## src/rtl/spta_pkg.sv

```systemverilog
// Types and constants shared by the sorted polynomial term adder modules.
package spta_pkg;

  localparam int unsigned COEF_W = 32;
  localparam int unsigned EXP_W  = 10;

  typedef enum logic [1:0] {
    MODE_LOAD_FIRST  = 2'd0,
    MODE_LOAD_SECOND = 2'd1,
    MODE_ADD         = 2'd2,
    MODE_NONE        = 2'd3
  } spta_mode_e;

  typedef enum logic [1:0] {
    ST_TERM      = 2'd0,
    ST_EMPTY     = 2'd1,
    ST_LOAD_OK   = 2'd2,
    ST_LOAD_FULL = 2'd3
  } spta_status_e;

  typedef enum logic [2:0] {
    S_IDLE,
    S_INSERT,
    S_LOAD_RESP,
    S_MERGE,
    S_EMPTY_RESP
  } spta_state_e;

  typedef struct packed {
    spta_mode_e                mode;
    logic signed [COEF_W-1:0]  coefficient;
    logic        [EXP_W-1:0]   exponent;
  } spta_in_t;

  typedef struct packed {
    logic signed [COEF_W-1:0]  result_coefficient;
    logic        [EXP_W-1:0]   result_exponent;
    logic                      last_term;
    spta_status_e              status;
  } spta_out_t;

  typedef struct packed {
    logic signed [COEF_W-1:0]  coef;
    logic        [EXP_W-1:0]   expo;
  } spta_term_t;

  // Commands from the controller to the datapath.
  typedef struct packed {
    logic start_load;
    logic start_merge;
    logic ins_step;
    logic load_resp;
    logic merge_step;
    logic empty_resp;
  } spta_cmd_t;

  // Status from the datapath to the controller.
  typedef struct packed {
    logic full;
    logic ins_done;
    logic merge_last;
    logic both_empty;
    logic out_free;
  } spta_stat_t;

endpackage

```

## src/rtl/sorted_polynomial_term_adder_unit.sv

```systemverilog
// Top level of the sorted polynomial term adder: controller plus datapath.
//
//   Channel | Direction | Handshake                 | Payload
//   --------+-----------+---------------------------+---------------------------
//   in      | input     | in_valid_i / in_stall_o   | in_data_i  (spta_in_t)
//   out     | output    | out_valid_o / out_stall_i | out_data_o (spta_out_t)
//
// A load is accepted, then insertion steps on the store's single write port shift each stored term
// with a smaller exponent up one place and write the new term, then it answers; a load into a full
// store is dropped and only answered. An add is accepted, then emits one term per merge step, as
// the merge walks both stores one read port each; an add with both stores empty only answers.
// Reset clears both term counts and all control state; stored terms are not cleared.
// Output stalls hold the answer or merge step; a finished result may wait while the next starts.
module sorted_polynomial_term_adder_unit import spta_pkg::*; #(
  parameter int unsigned TERMS_PER_POLY = 16
) (
  input  logic       clk_i,
  input  logic       rst_ni,
  input  logic       in_valid_i,
  output logic       in_stall_o,
  input  spta_in_t   in_data_i,
  output logic       out_valid_o,
  input  logic       out_stall_i,
  output spta_out_t  out_data_o
);

  // Commands and status are the only link between the controller and the datapath.
  spta_cmd_t  cmd;
  spta_stat_t stat;

  // The controller sequences loads (insertion walk, then answer) and adds (merge walk, or the empty answer).
  spta_ctrl u_ctrl (
    .clk_i      (clk_i),
    .rst_ni     (rst_ni),
    .in_valid_i (in_valid_i),
    .in_mode_i  (in_data_i.mode),
    .stat_i     (stat),
    .cmd_o      (cmd),
    .in_stall_o (in_stall_o)
  );

  // The datapath holds both sorted term stores, their pointers and the output register.
  spta_dp #(
    .TERMS_PER_POLY (TERMS_PER_POLY)
  ) u_dp (
    .clk_i       (clk_i),
    .rst_ni      (rst_ni),
    .in_data_i   (in_data_i),
    .cmd_i       (cmd),
    .out_stall_i (out_stall_i),
    .stat_o      (stat),
    .out_valid_o (out_valid_o),
    .out_data_o  (out_data_o)
  );

endmodule

```

## src/rtl/spta_ctrl.sv

```systemverilog
// Controller state machine of the sorted polynomial term adder.
module spta_ctrl import spta_pkg::*; (
  input  logic        clk_i,
  input  logic        rst_ni,
  input  logic        in_valid_i,
  input  spta_mode_e  in_mode_i,
  input  spta_stat_t  stat_i,
  output spta_cmd_t   cmd_o,
  output logic        in_stall_o
);

  spta_state_e state_q, state_d;

  always_ff @(posedge clk_i or negedge rst_ni) begin
    if (!rst_ni) begin
      state_q <= S_IDLE;
    end else begin
      state_q <= state_d;
    end
  end

  always_comb begin
    state_d = state_q;
    unique case (state_q)
      S_IDLE: begin
        if (in_valid_i) begin
          unique case (in_mode_i) inside
            MODE_LOAD_FIRST, MODE_LOAD_SECOND: begin
              state_d = stat_i.full ? S_LOAD_RESP : S_INSERT;
            end
            MODE_ADD: begin
              state_d = stat_i.both_empty ? S_EMPTY_RESP : S_MERGE;
            end
            MODE_NONE: begin
              state_d = S_IDLE;
            end
          endcase
        end
      end
      S_INSERT: begin
        if (stat_i.ins_done) state_d = S_LOAD_RESP;
      end
      S_LOAD_RESP: begin
        if (stat_i.out_free) state_d = S_IDLE;
      end
      S_MERGE: begin
        if (stat_i.out_free && stat_i.merge_last) state_d = S_IDLE;
      end
      S_EMPTY_RESP: begin
        if (stat_i.out_free) state_d = S_IDLE;
      end
      default: begin
        state_d = S_IDLE;
      end
    endcase
  end

  always_comb begin
    cmd_o      = '0;
    in_stall_o = 1'b1;
    unique case (state_q)
      S_IDLE: begin
        in_stall_o = 1'b0;
        if (in_valid_i) begin
          unique case (in_mode_i) inside
            MODE_LOAD_FIRST, MODE_LOAD_SECOND: cmd_o.start_load = 1'b1;
            MODE_ADD:                          cmd_o.start_merge = 1'b1;
            MODE_NONE:                         cmd_o = '0;
          endcase
        end
      end
      S_INSERT:     cmd_o.ins_step   = 1'b1;
      S_LOAD_RESP:  cmd_o.load_resp  = stat_i.out_free;
      S_MERGE:      cmd_o.merge_step = stat_i.out_free;
      S_EMPTY_RESP: cmd_o.empty_resp = stat_i.out_free;
      default:      cmd_o = '0;
    endcase
  end

endmodule

```

## src/rtl/spta_dp.sv

```systemverilog
// Datapath of the sorted polynomial term adder: term stores, pointers and output register.
module spta_dp import spta_pkg::*; #(
  parameter int unsigned TERMS_PER_POLY = 16
) (
  input  logic        clk_i,
  input  logic        rst_ni,
  input  spta_in_t    in_data_i,
  input  spta_cmd_t   cmd_i,
  input  logic        out_stall_i,
  output spta_stat_t  stat_o,
  output logic        out_valid_o,
  output spta_out_t   out_data_o
);

  localparam int unsigned IDX_W = (TERMS_PER_POLY > 1) ? $clog2(TERMS_PER_POLY) : 1;
  localparam int unsigned CNT_W = $clog2(TERMS_PER_POLY + 1);
  localparam logic [CNT_W-1:0] CNT_FULL = CNT_W'(TERMS_PER_POLY);
  localparam logic signed [COEF_W-1:0] COEF_MAX = {1'b0, {(COEF_W-1){1'b1}}};
  localparam logic signed [COEF_W-1:0] COEF_MIN = {1'b1, {(COEF_W-1){1'b0}}};

  spta_term_t mem_a_q [TERMS_PER_POLY];
  spta_term_t mem_b_q [TERMS_PER_POLY];
  spta_term_t rd_a_q, rd_b_q;

  logic [CNT_W-1:0] cnt_a_q, cnt_a_d, cnt_b_q, cnt_b_d;
  logic [CNT_W-1:0] ia_q, ia_d, ib_q, ib_d;
  logic [IDX_W-1:0] ptr_q, ptr_d;
  logic             sel_q, sel_d;
  logic             ins_q, ins_d;
  logic             drop_q, drop_d;
  spta_term_t       term_q, term_d;
  logic             out_valid_q, out_valid_d;
  spta_out_t        out_q, out_d;

  logic                  load_sel_second;
  logic [CNT_W-1:0]      cnt_sel;
  spta_term_t            rd_sel;
  logic                  ins_done;
  logic                  a_has, b_has, exp_eq, take_a, ia_inc, ib_inc;
  logic [CNT_W-1:0]      ia_nxt, ib_nxt;
  logic                  merge_last;
  logic signed [COEF_W:0] sum_wide;
  logic signed [COEF_W-1:0] sum_sat, merge_coef;
  logic [EXP_W-1:0]      merge_exp;
  logic                  out_free, out_load;
  logic [IDX_W-1:0]      ins_addr, addr_a, addr_b;
  logic                  we_a, we_b;
  spta_term_t            wdata;

  assign load_sel_second = (in_data_i.mode == MODE_LOAD_SECOND);
  assign cnt_sel         = load_sel_second ? cnt_b_q : cnt_a_q;
  assign rd_sel          = sel_q ? rd_b_q : rd_a_q;

  // Insertion walks down from the end; it stops at the first term not below the new one.
  assign ins_done = (ptr_q == '0) || (rd_sel.expo >= term_q.expo);

  assign a_has  = (ia_q < cnt_a_q);
  assign b_has  = (ib_q < cnt_b_q);
  assign exp_eq = a_has && b_has && (rd_a_q.expo == rd_b_q.expo);
  assign take_a = !b_has || (a_has && (rd_a_q.expo > rd_b_q.expo));
  assign ia_inc = exp_eq || take_a;
  assign ib_inc = exp_eq || !take_a;
  assign ia_nxt = ia_q + CNT_W'(ia_inc);
  assign ib_nxt = ib_q + CNT_W'(ib_inc);
  assign merge_last = (ia_nxt == cnt_a_q) && (ib_nxt == cnt_b_q);

  always_comb begin
    sum_wide = {rd_a_q.coef[COEF_W-1], rd_a_q.coef} + {rd_b_q.coef[COEF_W-1], rd_b_q.coef};
    if (sum_wide[COEF_W] != sum_wide[COEF_W-1]) begin
      sum_sat = sum_wide[COEF_W] ? COEF_MIN : COEF_MAX;
    end else begin
      sum_sat = sum_wide[COEF_W-1:0];
    end
    if (exp_eq) begin
      merge_coef = sum_sat;
      merge_exp  = rd_a_q.expo;
    end else if (take_a) begin
      merge_coef = rd_a_q.coef;
      merge_exp  = rd_a_q.expo;
    end else begin
      merge_coef = rd_b_q.coef;
      merge_exp  = rd_b_q.expo;
    end
  end

  assign out_free = !out_valid_q || !out_stall_i;
  assign out_load = cmd_i.load_resp || cmd_i.merge_step || cmd_i.empty_resp;

  always_comb begin
    cnt_a_d = cnt_a_q;
    cnt_b_d = cnt_b_q;
    ia_d    = ia_q;
    ib_d    = ib_q;
    ptr_d   = ptr_q;
    sel_d   = sel_q;
    ins_d   = ins_q;
    drop_d  = drop_q;
    term_d  = term_q;
    if (cmd_i.start_load) begin
      sel_d       = load_sel_second;
      term_d.coef = in_data_i.coefficient;
      term_d.expo = in_data_i.exponent;
      drop_d      = stat_o.full;
      ins_d       = !stat_o.full;
      ptr_d       = cnt_sel[IDX_W-1:0];
    end
    if (cmd_i.ins_step) begin
      if (ins_done) begin
        ins_d = 1'b0;
        if (sel_q) cnt_b_d = cnt_b_q + CNT_W'(1);
        else       cnt_a_d = cnt_a_q + CNT_W'(1);
      end else begin
        ptr_d = ptr_q - IDX_W'(1);
      end
    end
    if (cmd_i.start_merge) begin
      ia_d = '0;
      ib_d = '0;
    end
    if (cmd_i.merge_step) begin
      ia_d = ia_nxt;
      ib_d = ib_nxt;
      if (merge_last) begin
        cnt_a_d = '0;
        cnt_b_d = '0;
      end
    end
  end

  // Read data always follows the next pointer value, so it is valid for the pointer register.
  assign ins_addr = (ptr_d == '0) ? '0 : ptr_d - IDX_W'(1);
  assign addr_a = (ins_d && !sel_d) ? ins_addr :
                  ((ia_d < CNT_FULL) ? ia_d[IDX_W-1:0] : '0);
  assign addr_b = (ins_d && sel_d) ? ins_addr :
                  ((ib_d < CNT_FULL) ? ib_d[IDX_W-1:0] : '0);
  assign we_a  = cmd_i.ins_step && !sel_q;
  assign we_b  = cmd_i.ins_step && sel_q;
  assign wdata = ins_done ? term_q : rd_sel;

  always_ff @(posedge clk_i) begin
    if (we_a) mem_a_q[ptr_q] <= wdata;
    rd_a_q <= mem_a_q[addr_a];
  end

  always_ff @(posedge clk_i) begin
    if (we_b) mem_b_q[ptr_q] <= wdata;
    rd_b_q <= mem_b_q[addr_b];
  end

  always_comb begin
    out_d                    = '0;
    out_d.result_coefficient = '0;
    out_d.result_exponent    = '0;
    out_d.last_term          = 1'b1;
    out_d.status             = ST_EMPTY;
    if (cmd_i.load_resp) begin
      out_d.status = drop_q ? ST_LOAD_FULL : ST_LOAD_OK;
    end else if (cmd_i.merge_step) begin
      out_d.result_coefficient = merge_coef;
      out_d.result_exponent    = merge_exp;
      out_d.last_term          = merge_last;
      out_d.status             = ST_TERM;
    end
  end

  always_comb begin
    if (out_load)         out_valid_d = 1'b1;
    else if (out_stall_i) out_valid_d = out_valid_q;
    else                  out_valid_d = 1'b0;
  end

  always_ff @(posedge clk_i or negedge rst_ni) begin
    if (!rst_ni) begin
      cnt_a_q     <= '0;
      cnt_b_q     <= '0;
      ia_q        <= '0;
      ib_q        <= '0;
      ptr_q       <= '0;
      sel_q       <= 1'b0;
      ins_q       <= 1'b0;
      drop_q      <= 1'b0;
      out_valid_q <= 1'b0;
    end else begin
      cnt_a_q     <= cnt_a_d;
      cnt_b_q     <= cnt_b_d;
      ia_q        <= ia_d;
      ib_q        <= ib_d;
      ptr_q       <= ptr_d;
      sel_q       <= sel_d;
      ins_q       <= ins_d;
      drop_q      <= drop_d;
      out_valid_q <= out_valid_d;
    end
  end

  always_ff @(posedge clk_i) begin
    term_q <= term_d;
    if (out_load) out_q <= out_d;
  end

  assign stat_o.full       = load_sel_second ? (cnt_b_q == CNT_FULL) : (cnt_a_q == CNT_FULL);
  assign stat_o.ins_done   = ins_done;
  assign stat_o.merge_last = merge_last;
  assign stat_o.both_empty = (cnt_a_q == '0) && (cnt_b_q == '0);
  assign stat_o.out_free   = out_free;

  assign out_valid_o = out_valid_q;
  assign out_data_o  = out_q;

endmodule

```

## config.mk

```make
export PLATFORM = sky130hd
export DESIGN_NAME = sorted_polynomial_term_adder_unit
export DESIGN_NICKNAME = d
export VERILOG_FILES = /design/src/rtl/spta_pkg.sv /design/src/rtl/sorted_polynomial_term_adder_unit.sv /design/src/rtl/spta_ctrl.sv /design/src/rtl/spta_dp.sv
export SDC_FILE = /design/constraint.sdc
export NUM_CORES = 2
export LEC_CHECK = 0
export BUFFER_PORTS_ARGS = -buffer_cell sky130_fd_sc_hd__clkbuf_2
export CORE_ASPECT_RATIO = 0.9
export CORE_MARGIN = 8
export CORE_UTILIZATION = 50
export DETAILED_ROUTE_END_ITERATION = 7
export PLACE_DENSITY = 0.66
export SYNTH_ARGS = -nofsm -noshare
export SYNTH_HDL_FRONTEND = slang
export SYNTH_SLANG_ARGS = --single-unit
```

## constraint.sdc

```tcl
create_clock -name clk_i -period 9.5 [get_ports clk_i]
set_clock_uncertainty 0.05 [all_clocks]
set_input_delay 0.475 -clock clk_i [delete_from_list [all_inputs] [get_ports clk_i]]
set_output_delay 0.475 -clock clk_i [all_outputs]
set_load 0.1 [all_outputs]
```

==> summary.md <==
| Metric | Value |
|---|---|
| Status | `finished, final reports clean` |
| Net count, final | `3542` |
| Die Y-Extent | `349 um` |
| Area Growth Syn to Fin | `13.4%` |
| DRC violations left | `0` |
| Initial antenna violation count | `5` |
| Clock sinks | `1546` |
| Final Core Density | `0.570` |
| Area after DPL | `64500 sq um` |
| Die area | `135000 sq um` |
| Synth top cells by count | `1431 x edfxtp_1, 336 x mux4_2, 202 x mux2i_1` |
| Fin Setup TNS | `0 ns` |
| Average routed wire per standard cell | `31.3 um` |
| Seq/Total Area, Yosys | `0.736` |
| Crit start category | `flop` |
| Largest net degree at the start of global routing | `101` |
| Slowest Stage Delay on Critical Path | `0.75 ns` |
| Gr usage total | `0.238` |
| Drt total wl | `161 mm` |
| Min cycle time layout | `6.57 ns` |
| Total number of vias | `32600` |
| Worst-path maximum fanout | `94` |
| Distinct cells, synth | `76` |
| CP Cell Sequence | `inv_1 > ha_1 > o21ai_0 > a21boi_0 > o21ai_0 > nand2b_1 > a21oi_1 > nand3_2 > buf_4 > and2_1 > inv_1 > ha_1 > ha_1 > nand3_1 > xor2_1 > o22ai_1 > nor2b_1 > mux2_8 > buf_12 > mux4_2 > a22oi_1 > nand3_1` |
| Final HPWL DP | `88.0 mm` |
| Tightest Pin Transition | `1.42 ns` |
| Largest cells by area after synthesis | `edfxtp_1 70%, mux4_2 12%, mux2i_1 3.3%, dfxtp_1 2.7%, ha_1 1.5%` |
| Fmax | `0.152 GHz` |
| Fin crit share | `0.691` |
| Share of layout cells above drive strength 1 | `0.235` |
| FFs w/ async S/R, synth | `0.0201` |
| Global-route wire length before repair | `232 mm` |
| Cts bufs inserted | `154` |
| Ports | `95` |
| Most frequent CP cell | `ha_1` |
| Post-synthesis register bit count | `1546` |
| Routability cong. | `0.879` |
| Multi-input gate area | `15600 sq um` |
| Final setup violation count | `0` |
| Vias in the first global route | `33100` |
| DR iter-0 viols | `4049` |
| Critical path required time | `10.06 ns` |
| RSZ-0062 raised after global routing | `no` |
| Worst hold margin | `0.148 ns` |
| Yosys top cell area share | `0.696` |
| Worst path arrival time | `7.12 ns` |
| H-Tree Level Count | `4` |
| Max Root-Sink Buffers | `3` |
| Yosys top cell by area | `edfxtp_1` |
| Syn avg cell area | `19.4 sq um` |
| Max-cap check violation count | `0` |
| Synthesized cell area | `61700 sq um` |
| Synth Instances | `3184` |
| Grt ovf | `0` |
| I/O Buffers | `94` |
| Die X | `386 um` |
| Final Slew Violations | `0` |
| Clock insertion delay at the later pin of the skew report | `0.78 ns` |
| Sequential Area | `45400 sq um` |
| Worst setup EP type | `flop` |
| Worst Hold Class | `in -> reg` |
| Vias/cell | `6.32` |
| Number of synthesized flops with an enable pin | `1431` |
| Antenna Violating Nets Remaining | `0` |
| Setup bufs post-CTS | `0` |
| Initial Utilization | `0.503` |
| Most numerous cell in the Yosys netlist | `edfxtp_1` |
| Clk root buf | `clkbuf_16` |
| CP max-delay cell | `mux2_8` |
| YS warnings | `0` |
| Max-slew headroom | `0.0526` |
| Post-Syn Nets | `3308` |
| Pre-antenna DRT Iters | `8` |
| Ys flop type | `edfxtp_1` |
| Row Count | `122` |
| CTS clock-pin slew for the worst setup and hold paths | `0.06 ns` |
| FILL cells | `8989` |
| Core Area | `123000 sq um` |
| TritonCTS clock tree | `yes` |
| Final hold violations | `0` |
| Setup CP Type | `reg -> reg` |
| Final instance area | `70000 sq um` |
[layout make-up]
type / instances / area share
Sequential cell: 1546 / 0.649
Multi-Input combinational cell: 1426 / 0.224
Clock buffer: 223 / 0.0625
Tap cell: 1612 / 0.0288
Timing Repair Buffer: 229 / 0.0236
Clock inverter: 61 / 0.00913
Inverter: 61 / 0.00327
Antenna cell: 1 / 0.0000358
[state kept, by name, summed over array words and instances (netlist names)]
name,count
u_dp.drop_q,1
u_dp.out_data_o,45
u_dp.ins_q,1
u_dp.cnt_a_q,5
u_dp.out_valid_o,1
u_dp.ib_q,5
u_dp.rd_b_q,42
u_dp.mem_a_q,672
u_dp.sel_q,1
u_dp.term_q,42
u_dp.mem_b_q,672
u_dp.rd_a_q,42
u_dp.cnt_b_q,5
u_ctrl.state_q,3
u_dp.ptr_q,4
u_dp.ia_q,5
[metrics by stage]
| step | cells | setup slack (ns) |
|---|---|---|
| floorplan | 3184 | 4.32 |
| detailed placement | 4830 | 2.91 |
| global route | 5158 | 2.55 |
| finish | 5159 | 2.93 |
| global placement | 4830 | 3.06 |
| CTS | 5157 | 2.94 |
[routing by layer]
layer | vias to the layer above | share of wire | global-route usage | wire length [um]
met2 | 1782 | 0.46 | 0.368 | 74700
met1 | 17200 | 0.40 | 0.338 | 65100
li1 | 13400 | - | - | -
met4 | 2 | 0.027 | 0.0729 | 4370
met3 | 271 | 0.11 | 0.0589 | 17200
met5 | - | 0.00012 | 0 | 20
[critical path, delay by kind of cell (launching register included)]
family / cells / cell delay, ns
and+or+nand+nor: 6 / 1.49
AOI/OAI and AO/OA: 6 / 0.92
muxes: 2 / 1.14
DFF: 1 / 0.47
adders and majority gates: 3 / 0.77
xor gates and xnor gates: 1 / 0.24
buffers and inverters: 4 / 1.20
[timing repair]
| action | in CTS | in global routing |
|---|---|---|
| hold buffers | 43 | 0 |
| gates resized for setup | 0 | 0 |
| endpoints found under the hold margin | 73 | 0 |
| setup endpoints to repair | 0 | 0 |
[path summary, 6_finish.rpt]
check | start | end | slack (ns) | depth (start not counted)
hold reg to reg | u_dp.drop_q | u_dp.drop_q | 0.43 | 1
setup / recovery | u_dp.cnt_b_q[1] | u_dp.rd_a_q[3] | 2.93 | 22
max in group asynchronous | rst_ni | u_dp.sel_q | 8.45 | 2
setup reg to reg | u_dp.cnt_b_q[1] | u_dp.rd_a_q[3] | 2.93 | 22
min in group asynchronous | rst_ni | u_ctrl.state_q[2] | 0.31 | 2
hold / removal | out_stall_i | u_dp.out_valid_o | 0.15 | 3
[kinds of logic (layout without fill, tap and decap cells)]
logic type / Yosys count / count (layout) / share of synthesized area
fa+ha+maj: 77 / 77 / 0.0157
flops: 1546 / 1546 / 0.736
xor+xnor: 51 / 51 / 0.00724
mux: 555 / 555 / 0.159
buf+inv: 212 / 574 / 0.0159
simple gates: 441 / 441 / 0.0334
other cells: 0 / 1 / 0
compound gates: 302 / 302 / 0.0328
[placed cells by master, fill, tap and decap left out, types with 69 or more instances in the layout]
cell type,instances
mux4_2,336
nor2_1,93
mux2i_1,201
clkbuf_16,162
edfxtp_1,1431
dfxtp_1,84
ha_1,75
buf_4,87
a21oi_1,69
nand2_1,133
clkbuf_2,94
nand3_1,100
Power is left out: the tool's default activity adds up to more than one toggle a clock period on the data nets, which glitch-free logic cannot reach.
